[config.mk]
export PLATFORM = sky130hd
export DESIGN_NAME = contiguous_bitmap_block_allocator
export DESIGN_NICKNAME = d
export VERILOG_FILES = /design/src/rtl/core/cbba_pkg.sv /design/src/rtl/core/cbba_ram.sv /design/src/rtl/core/cbba_run_unit.sv /design/src/rtl/core/contiguous_bitmap_block_allocator.sv
export SDC_FILE = /design/constraint.sdc
export NUM_CORES = 2
export LEC_CHECK = 0
export ABC_AREA = 0
export BUFFER_PORTS_ARGS = -buffer_cell sky130_fd_sc_hd__buf_2
export CAP_MARGIN = 30
export CORE_UTILIZATION = 66
export CTS_BUF_LIST = sky130_fd_sc_hd__clkbuf_2
export DETAILED_ROUTE_END_ITERATION = 10
export GPL_TIMING_DRIVEN = 0
export HOLD_SLACK_MARGIN = 0.02
export PLACE_DENSITY = 0.87
export SLEW_MARGIN = 10
export SYNTH_ARGS = -nofsm -noshare
export SYNTH_HDL_FRONTEND = slang
export SYNTH_SLANG_ARGS = --single-unit
[constraint.sdc]
create_clock -name clk -period 15.42 [get_ports clk]
set_clock_uncertainty 0.15 [all_clocks]
set_input_delay 1.542 -clock clk [delete_from_list [all_inputs] [get_ports clk]]
set_output_delay 1.542 -clock clk [all_outputs]
set_load 0.005 [all_outputs]
[src/rtl/core/cbba_pkg.sv]
// cbba_pkg: transaction types, operation and status codes and shared widths
// for the contiguous bitmap block allocator. Depends on nothing.
package cbba_pkg;

    localparam int FUNC_W  = 2;
    localparam int BLOCK_W = 10;
    localparam int LEN_W   = 11;
    localparam int CHUNK_W = 8;   // bits the run unit walks per cycle

    localparam logic [FUNC_W-1:0] FUNC_FIND = 2'd0;
    localparam logic [FUNC_W-1:0] FUNC_USE  = 2'd1;
    localparam logic [FUNC_W-1:0] FUNC_FREE = 2'd2;

    localparam logic STATUS_OK   = 1'b0;
    localparam logic STATUS_NONE = 1'b1;

    typedef struct packed {
        logic [FUNC_W-1:0]  func;
        logic [BLOCK_W-1:0] start_block;
        logic [LEN_W-1:0]   run_length;
    } req_t;

    typedef struct packed {
        logic               status;
        logic [BLOCK_W-1:0] found_block;
    } resp_t;

    // Running state of the free-run search, carried between chunks
    typedef struct packed {
        logic               found;
        logic [LEN_W-1:0]   count;
        logic [BLOCK_W-1:0] first_blk;
    } run_state_t;

endpackage

[src/rtl/core/cbba_ram.sv]
// cbba_ram: generic single-write, single-read RAM with registered read data.
// No dependencies.
module cbba_ram #(
    parameter int WIDTH  = 32,
    parameter int DEPTH  = 32,
    parameter int ADDR_W = (DEPTH > 1) ? $clog2(DEPTH) : 1
) (
    input  logic              clk,
    input  logic              wr_en,
    input  logic [ADDR_W-1:0] wr_addr,
    input  logic [WIDTH-1:0]  wr_data,
    input  logic              rd_en,
    input  logic [ADDR_W-1:0] rd_addr,
    output logic [WIDTH-1:0]  rd_data
);

    logic [WIDTH-1:0] mem [DEPTH];
    logic [WIDTH-1:0] rd_data_reg;

    always_ff @(posedge clk)
    begin
        if (wr_en)
        begin
            mem[wr_addr] <= wr_data;
        end
        if (rd_en)
        begin
            rd_data_reg <= mem[rd_addr];
        end
    end

    assign rd_data = rd_data_reg;

endmodule

[src/rtl/core/cbba_run_unit.sv]
// cbba_run_unit: advances the free-run search over one chunk of bitmap bits.
// Depends on cbba_pkg.
module cbba_run_unit
    import cbba_pkg::*;
(
    input  run_state_t         cur,
    input  logic [CHUNK_W-1:0] bits,     // 1 = used
    input  logic [CHUNK_W-1:0] in_range, // 1 = block exists
    input  logic [BLOCK_W-1:0] base,     // low bits of first block number
    input  logic [LEN_W-1:0]   len,
    output run_state_t         nxt
);

    always_comb
    begin
        nxt = cur;
        for (int k = 0; k < CHUNK_W; k++)
        begin
            if (!nxt.found)
            begin
                if (!bits[k] && in_range[k])
                begin
                    if (nxt.count == '0)
                    begin
                        nxt.first_blk = base + BLOCK_W'(k);
                    end
                    nxt.count = nxt.count + LEN_W'(1);
                    if (nxt.count == len)
                    begin
                        nxt.found = 1'b1;
                    end
                end
                else
                begin
                    nxt.count = '0;
                end
            end
        end
    end

endmodule

[src/rtl/core/contiguous_bitmap_block_allocator.sv]
// contiguous_bitmap_block_allocator: top level, sequencer around the bitmap
// RAM and the chunk run unit. Depends on cbba_pkg, cbba_ram, cbba_run_unit.
//
// Usage
//   req (valid/ready) carries func, start_block and run_length; resp
//   (valid/ready) returns status and found_block, one per request.
//   The bitmap sits in a RAM of WORD_W-bit words, one bit per block.
//   Find: each word is read in S_FRD and checked in S_FCHK, at once if the
//   word is wholly free or wholly used, otherwise chunk by chunk, 8 bits at
//   a time, by the run unit; it stops at the first word that completes the
//   run. Mark used/free: a read-modify-write (S_MRD, then S_MWR) of each
//   word the run touches; S_DONE hands the result to the output register.
//   The block takes one request at a time; req_ready is high only when idle,
//   and it takes a new request while an earlier result still waits in the
//   output register. A stalled receiver holds the result; a finished
//   transaction then waits for the slot to drain.
//   After reset a clearing pass writes every RAM word to free while
//   req_ready is low.
//   WORD_W must be a power of two and at least 8.
module contiguous_bitmap_block_allocator
    import cbba_pkg::*;
#(
    parameter int BLOCKS = 1024,
    parameter int WORD_W = 32
) (
    input  logic  clk,
    input  logic  rst_n,
    input  logic  req_valid,
    output logic  req_ready,
    input  req_t  req,
    output logic  resp_valid,
    input  logic  resp_ready,
    output resp_t resp
);

    localparam int WORDS  = (BLOCKS + WORD_W - 1) / WORD_W;
    localparam int AW     = (WORDS > 1) ? $clog2(WORDS) : 1;
    localparam int OFF_W  = $clog2(WORD_W);
    localparam int CPW    = WORD_W / CHUNK_W;
    localparam int CI_W   = (CPW > 1) ? $clog2(CPW) : 1;
    localparam int GB_W   = AW + OFF_W + 1;
    localparam int E_W    = $clog2(BLOCKS + (1 << LEN_W));
    localparam int SUM_W  = $clog2((1 << LEN_W) + WORD_W);
    localparam int CSH    = $clog2(CHUNK_W);

    typedef enum logic [6:0] {
        S_CLEAR = 7'b0000001,
        S_IDLE  = 7'b0000010,
        S_FRD   = 7'b0000100,
        S_FCHK  = 7'b0001000,
        S_MRD   = 7'b0010000,
        S_MWR   = 7'b0100000,
        S_DONE  = 7'b1000000
    } state_t;

    state_t             state_reg, state_next;
    logic [AW-1:0]      word_reg, word_next;
    logic [CI_W-1:0]    chunk_reg, chunk_next;
    run_state_t         run_reg, run_next;
    logic [LEN_W-1:0]   len_reg, len_next;
    logic               set_reg, set_next;
    logic [AW-1:0]      first_word_reg, first_word_next;
    logic [AW-1:0]      last_word_reg, last_word_next;
    logic [OFF_W-1:0]   start_off_reg, start_off_next;
    logic [OFF_W-1:0]   last_off_reg, last_off_next;
    resp_t              result_reg, result_next;
    logic               resp_valid_reg, resp_valid_next;
    resp_t              resp_reg, resp_next;

    logic               wr_en, rd_en;
    logic [AW-1:0]      wr_addr;
    logic [WORD_W-1:0]  wr_data, rd_data;

    logic [E_W-1:0]     start_ext, end_raw, end_cl, last_idx;
    logic [GB_W-1:0]    word_base, chunk_base;
    logic               word_full;
    logic [CHUNK_W-1:0] chunk_bits, chunk_in_range;
    run_state_t         run_chunk;
    logic [OFF_W-1:0]   lo_off, hi_off;
    logic [WORD_W-1:0]  mask;

    cbba_ram #(
        .WIDTH (WORD_W),
        .DEPTH (WORDS),
        .ADDR_W(AW)
    ) u_ram (
        .clk    (clk),
        .wr_en  (wr_en),
        .wr_addr(wr_addr),
        .wr_data(wr_data),
        .rd_en  (rd_en),
        .rd_addr(word_reg),
        .rd_data(rd_data)
    );

    // Geometry of the word and chunk under the search
    assign word_base  = GB_W'({word_reg, {OFF_W{1'b0}}});
    assign chunk_base = word_base + GB_W'({chunk_reg, {CSH{1'b0}}});
    assign word_full  = (word_base + GB_W'(WORD_W)) <= GB_W'(BLOCKS);
    assign chunk_bits = rd_data[chunk_reg * CHUNK_W +: CHUNK_W];

    always_comb
    begin
        for (int k = 0; k < CHUNK_W; k++)
        begin
            chunk_in_range[k] = (chunk_base + GB_W'(k)) < GB_W'(BLOCKS);
        end
    end

    cbba_run_unit u_run (
        .cur     (run_reg),
        .bits    (chunk_bits),
        .in_range(chunk_in_range),
        .base    (BLOCK_W'(chunk_base)),
        .len     (len_reg),
        .nxt     (run_chunk)
    );

    // Mark run bounds, clipped to the bitmap
    assign start_ext = E_W'(req.start_block);
    assign end_raw   = start_ext + E_W'(req.run_length);
    assign end_cl    = (end_raw > E_W'(BLOCKS)) ? E_W'(BLOCKS) : end_raw;
    assign last_idx  = end_cl - E_W'(1);

    assign lo_off = (word_reg == first_word_reg) ? start_off_reg : '0;
    assign hi_off = (word_reg == last_word_reg)  ? last_off_reg  : '1;

    always_comb
    begin
        for (int b = 0; b < WORD_W; b++)
        begin
            mask[b] = (OFF_W'(b) >= lo_off) && (OFF_W'(b) <= hi_off);
        end
    end

    always_comb
    begin
        state_next      = state_reg;
        word_next       = word_reg;
        chunk_next      = chunk_reg;
        run_next        = run_reg;
        len_next        = len_reg;
        set_next        = set_reg;
        first_word_next = first_word_reg;
        last_word_next  = last_word_reg;
        start_off_next  = start_off_reg;
        last_off_next   = last_off_reg;
        result_next     = result_reg;
        resp_valid_next = resp_valid_reg && !resp_ready;
        resp_next       = resp_reg;
        wr_en           = 1'b0;
        wr_addr         = word_reg;
        wr_data         = '0;
        rd_en           = 1'b0;

        unique case (state_reg)
            S_CLEAR:
            begin
                wr_en = 1'b1;
                if (word_reg == AW'(WORDS - 1))
                begin
                    word_next  = '0;
                    state_next = S_IDLE;
                end
                else
                begin
                    word_next = word_reg + AW'(1);
                end
            end

            S_IDLE:
            begin
                if (req_valid)
                begin
                    len_next    = req.run_length;
                    result_next = '{status: STATUS_OK, found_block: req.start_block};
                    unique case (req.func)
                        FUNC_FIND:
                        begin
                            run_next  = '0;
                            word_next = '0;
                            if (req.run_length == '0)
                            begin
                                result_next = '{status: STATUS_NONE, found_block: '0};
                                state_next  = S_DONE;
                            end
                            else
                            begin
                                state_next = S_FRD;
                            end
                        end
                        FUNC_USE, FUNC_FREE:
                        begin
                            set_next        = (req.func == FUNC_USE);
                            word_next       = AW'(start_ext >> OFF_W);
                            first_word_next = AW'(start_ext >> OFF_W);
                            last_word_next  = AW'(last_idx >> OFF_W);
                            start_off_next  = start_ext[OFF_W-1:0];
                            last_off_next   = last_idx[OFF_W-1:0];
                            // empty or wholly out of range runs change nothing
                            state_next = (start_ext < end_cl) ? S_MRD : S_DONE;
                        end
                        default:
                        begin
                            state_next = S_DONE;
                        end
                    endcase
                end
            end

            S_FRD:
            begin
                rd_en      = 1'b1;
                chunk_next = '0;
                state_next = S_FCHK;
            end

            S_FCHK:
            begin
                priority if (chunk_reg == '0 && word_full && rd_data == '0 &&
                             (SUM_W'(run_reg.count) + SUM_W'(WORD_W)) >= SUM_W'(len_reg))
                begin
                    // free word completes the run
                    result_next.status      = STATUS_OK;
                    result_next.found_block = (run_reg.count == '0) ?
                                              BLOCK_W'(word_base) : run_reg.first_blk;
                    state_next = S_DONE;
                end
                else if (chunk_reg == '0 && word_full && rd_data == '0)
                begin
                    if (run_reg.count == '0)
                    begin
                        run_next.first_blk = BLOCK_W'(word_base);
                    end
                    run_next.count = run_reg.count + LEN_W'(WORD_W);
                    state_next     = (word_reg == AW'(WORDS - 1)) ? S_DONE : S_FRD;
                    word_next      = word_reg + AW'(1);
                    result_next    = '{status: STATUS_NONE, found_block: '0};
                end
                else if (chunk_reg == '0 && rd_data == '1)
                begin
                    run_next.count = '0;
                    state_next     = (word_reg == AW'(WORDS - 1)) ? S_DONE : S_FRD;
                    word_next      = word_reg + AW'(1);
                    result_next    = '{status: STATUS_NONE, found_block: '0};
                end
                else
                begin
                    run_next = run_chunk;
                    if (run_chunk.found)
                    begin
                        result_next = '{status: STATUS_OK, found_block: run_chunk.first_blk};
                        state_next  = S_DONE;
                    end
                    else if (chunk_reg == CI_W'(CPW - 1))
                    begin
                        state_next  = (word_reg == AW'(WORDS - 1)) ? S_DONE : S_FRD;
                        word_next   = word_reg + AW'(1);
                        result_next = '{status: STATUS_NONE, found_block: '0};
                    end
                    else
                    begin
                        chunk_next = chunk_reg + CI_W'(1);
                    end
                end
            end

            S_MRD:
            begin
                rd_en      = 1'b1;
                state_next = S_MWR;
            end

            S_MWR:
            begin
                wr_en   = 1'b1;
                wr_data = set_reg ? (rd_data | mask) : (rd_data & ~mask);
                if (word_reg == last_word_reg)
                begin
                    state_next = S_DONE;
                end
                else
                begin
                    word_next  = word_reg + AW'(1);
                    state_next = S_MRD;
                end
            end

            S_DONE:
            begin
                if (!resp_valid_reg || resp_ready)
                begin
                    resp_valid_next = 1'b1;
                    resp_next       = result_reg;
                    state_next      = S_IDLE;
                end
            end

            default:
            begin
                state_next = S_IDLE;
            end
        endcase
    end

    always_ff @(posedge clk or negedge rst_n)
    begin
        if (!rst_n)
        begin
            state_reg      <= S_CLEAR;
            word_reg       <= '0;
            resp_valid_reg <= 1'b0;
        end
        else
        begin
            state_reg      <= state_next;
            word_reg       <= word_next;
            resp_valid_reg <= resp_valid_next;
        end
    end

    always_ff @(posedge clk)
    begin
        chunk_reg      <= chunk_next;
        run_reg        <= run_next;
        len_reg        <= len_next;
        set_reg        <= set_next;
        first_word_reg <= first_word_next;
        last_word_reg  <= last_word_next;
        start_off_reg  <= start_off_next;
        last_off_reg   <= last_off_next;
        result_reg     <= result_next;
        resp_reg       <= resp_next;
    end

    assign req_ready  = (state_reg == S_IDLE);
    assign resp_valid = resp_valid_reg;
    assign resp       = resp_reg;

    // a search never writes the bitmap
    assert property (@(posedge clk) disable iff (!rst_n)
        (state_reg == S_FRD || state_reg == S_FCHK) |-> !wr_en)
        else $error("bitmap written during a find");

    // reaching the asked length ends the search, so the count stays below it
    assert property (@(posedge clk) disable iff (!rst_n)
        (state_reg == S_FCHK) |-> (run_reg.count < len_reg))
        else $error("run count reached length without ending the search");

    // every word visited by a mark has at least one bit in its mask
    assert property (@(posedge clk) disable iff (!rst_n)
        (state_reg == S_MWR) |-> (mask != '0))
        else $error("mark write with empty mask");

    // results appear only from the hand-off state
    assert property (@(posedge clk) disable iff (!rst_n)
        $rose(resp_valid_reg) |-> ($past(state_reg) == S_DONE))
        else $error("result raised outside hand-off");

endmodule

==> flow_summary_export.csv <==
group,metric,value,unit
finish,nets,3983,
sta,fmax,0.0671,GHz
logic_synthesis,ys.flop_type,"edfxtp_1",
global_routing,grt_first_pass_wirelength,272,mm
setup_path,slowest_delay,0.57,ns
logic_synthesis,synth.top_cell.area_share,63.6,%
global_routing,grt_pass1_vias,39300,
setup_path,slowest_stage,"edfxtp_1",
placement,port_buffers,39,
logic_synthesis,syn_area,53500,sq um
drt,wire_per_inst,38.2,microns
global_routing,grt_overflow_total,0,
logic_synthesis,synthTopCellsByArea,"edfxtp_1 64%, mux4_2 11%, a22oi_1 1.9%",
sta,max-slew-margin-rel,15.4,%
logic_synthesis,yosys.area.top_type,"edfxtp_1",
power_and_ir_drop,vdd_drop_max,113,uV
setup_path,required,16.32,ns
finish,instances_no_fill,5152,
global_routing,grt_max_degree,33,
floorplan,die_w,287,microns
placement,dp_cells,4643,
logic_synthesis,synth-edff-count,1134,
sta,final.setup.tns,0,ns
min_path,min_path_cells,2,
drt,detail_route.vias_per_cell,7.80,
clocking,clk_pin_slew,0.09,ns
logic_synthesis,yosys_warnings,0,
setup_path,cpMostUsedCell,"buf_2",
drt,antenna_left,0,
power_and_ir_drop,powerDensity,150,nW/um^2
min_path,min_from,"resp_ready",
sta,fin_crit_sh,96.6,%
clocking,post-cts-setup-buffers,0,
clocking,root_buffer,"clkbuf_2",
sta,grt_setup_unrepaired,"no",
finish,fillers,4536,
power_and_ir_drop,p_leak,19.4,nW
setup_path,cp.arrival,15.80,ns
setup_path,critical_path.max_fanout,10,
finish,largest_reg_flops,1024,
drt,drt_wl_total,197,mm
finish,drive_gt1_share,26.3,%
min_path,holdPathEnd,"resp_valid$_DFF_PN0_",
placement,hpwl,126,mm
logic_synthesis,synth_nets,3524,
logic_synthesis,synth_cell_type_count,129,
sta,setup_viol,0,
global_routing,grt_use_total,47.5,%
logic_synthesis,synth.most_common_cell,"edfxtp_1",
floorplan,rows,104,
clocking,htree_levels,5,
clocking,cts_buffer_depth,4,
logic_synthesis,synthArstFlopShare,1.13,%
drt,drtIter0Drc,7497,
setup_path,r2r-start,"run_reg[11]$_SDFFCE_PN0P_",
setup_path,cp-end-kind,"flop",
logic_synthesis,synth_cells,3438,
logic_synthesis,synth_area_per_cell,15.6,sq um
clocking,clk_latency,1.54,ns
sta,hold_violations,0,
logic_synthesis,synth_common_cells,"1134 x edfxtp_1, 257 x mux4_2, 194 x nor2_1",
run,maxCapViolations,0,
clocking,numCtsBuffers,288,
setup_path,timing.rr.end,"result_reg[3]$_DFFE_PP_",
setup_path,setup.worst_path.start_class,"flop",
sta,fin_crit,14.90,ns
logic_synthesis,synth-seq-area-share,64.2,%
finish,synthToLayoutAreaGrowth,11.7,%
outcome,outcome,"complete, but fails checks",
logic_synthesis,synth-seq-cells,1147,
outcome,violations,"DRC",
setup_path,worst-r2r-setup-slack,0.52,ns
sta,worst_pin_slew,1.27,ns
floorplan,ios,40,
drt,drc_errors,1,
drt,vias,40200,
setup_path,crit_type,"reg -> reg",
sta,final-max-slew-violation-count,0,
floorplan,start_util,66.6,%
drt,drtPass1Iterations,7,
floorplan,die_h,287,microns
floorplan,design.die.area,82300,sq um
min_path,hold_path.class,"in -> reg",
floorplan,core_area,80400,sq um
placement,place_congestion,0.977,
clocking,clock-sinks,1147,
setup_path,ff2ff_path_depth,48,
clocking,cts_tree,"yes",
global_routing,antenna_found_initial,13,
[placed cells by master, fill, tap and decap left out, types with 60 or more instances in the layout]
cell	netlist	final
edfxtp_1	1134	1134
clkbuf_2	1	416
mux4_2	257	257
nand2_1	166	166
a22oi_1	134	134
clkbuf_1	134	130
nor2_1	194	130
xnor2_1	107	107
a21oi_1	99	97
o21ai_0	83	82
nand4_1	74	74
buf_2	24	67
mux2i_1	61	61
nand3_1	60	60
[timing repair]
item                                    in CTS  in global routing
gates resized for setup                      0                  5
endpoints found under the setup margin       0                 16
endpoints found under the hold margin       12                  0
hold buffers                                 1                  0
[final cells by class]
class                   count  area, sq um  share of cell area (%)
clock inverters            66          322                   0.538
repair buffers            170         2190                    3.66
diodes                      7         17.5                  0.0293
well taps                1060         1330                    2.22
inverters                  63          236                   0.395
plain buffers             205          835                    1.40
multi-input cells        2022        18400                    30.8
flip-flops and latches   1147        34400                    57.5
clock buffers             412         2060                    3.45
[kinds of logic (layout without fill, tap and decap cells)]
group                      count (synthesis)  in the layout  share of synthesized area, %
and+or+nand+nor                          807            807                          7.92
adders and majority gates                 60             60                          1.41
muxes                                    333            333                          12.3
other                                      0              7                             0
DFF                                     1147           1147                          64.2
xor gates and xnor gates                 142            142                          2.53
AOI/OAI and AO/OA                        680            680                          9.66
buffers and inverters                    269            916                          2.00
[metal layers]
layer | up-vias | global-route usage [%] | share of wire [%]
li1 | 15100 | - | -
met1 | 18900 | 52.2 | 28
met2 | 4755 | 73.3 | 45
met3 | 1449 | 17.7 | 16
met4 | 12 | 40.2 | 11
met5 | - | 0.349 | 0.057
[critical path, delay by kind of cell (launching register included)]
family	cells	cell delay, ns
compound gates	15	4.88
simple gates	11	3.37
buf+inv	12	3.13
fa+ha+maj	4	0.98
xor+xnor	4	0.87
mux	2	0.62
flops	1	0.57
[through the flow]
step | util (%) | instance area [sq um] | setup WS (ns) | hold WS, ns | power (W)
detailed placement | 71.0 | 57100 | 0.420 | 0.255 | 0.00672
global placement | 68.5 | 55100 | 0.379 | 0.256 | 0.00649
finish | 74.4 | 59800 | 0.524 | 0.163 | 0.00900
global route | 74.4 | 59800 | 0.0517 | 0.156 | 0.00917
floorplan | - | 53500 | 3.68 | 0.250 | 0.00558
CTS | 74.0 | 59500 | 0.456 | 0.131 | 0.00870
[report_power, final]
group          total (W)  leakage (nW)  internal [W]  switching [W]
combinational    0.00333          7.23       0.00112        0.00221
sequential       0.00361          10.3       0.00353      0.0000789
clock            0.00206          1.87      0.000742        0.00132
total            0.00899          19.4       0.00539        0.00360
[worst max-delay path by stage]
stage / cells after the start / end / slack, ns / start
after floorplan: 50 / result_reg[0]$_DFFE_PP_ / 3.68 / chunk_reg[0]$_SDFFCE_PN0P_
after global placement: 46 / result_reg[4]$_DFFE_PP_ / 0.38 / run_reg[11]$_SDFFCE_PN0P_
after detailed placement: 47 / result_reg[4]$_DFFE_PP_ / 0.42 / run_reg[11]$_SDFFCE_PN0P_
after CTS: 47 / result_reg[3]$_DFFE_PP_ / 0.46 / run_reg[11]$_SDFFCE_PN0P_
after global routing: 48 / result_reg[3]$_DFFE_PP_ / 0.05 / run_reg[11]$_SDFFCE_PN0P_
final: 48 / result_reg[3]$_DFFE_PP_ / 0.52 / run_reg[11]$_SDFFCE_PN0P_
(Power assumes the default switching activity.)
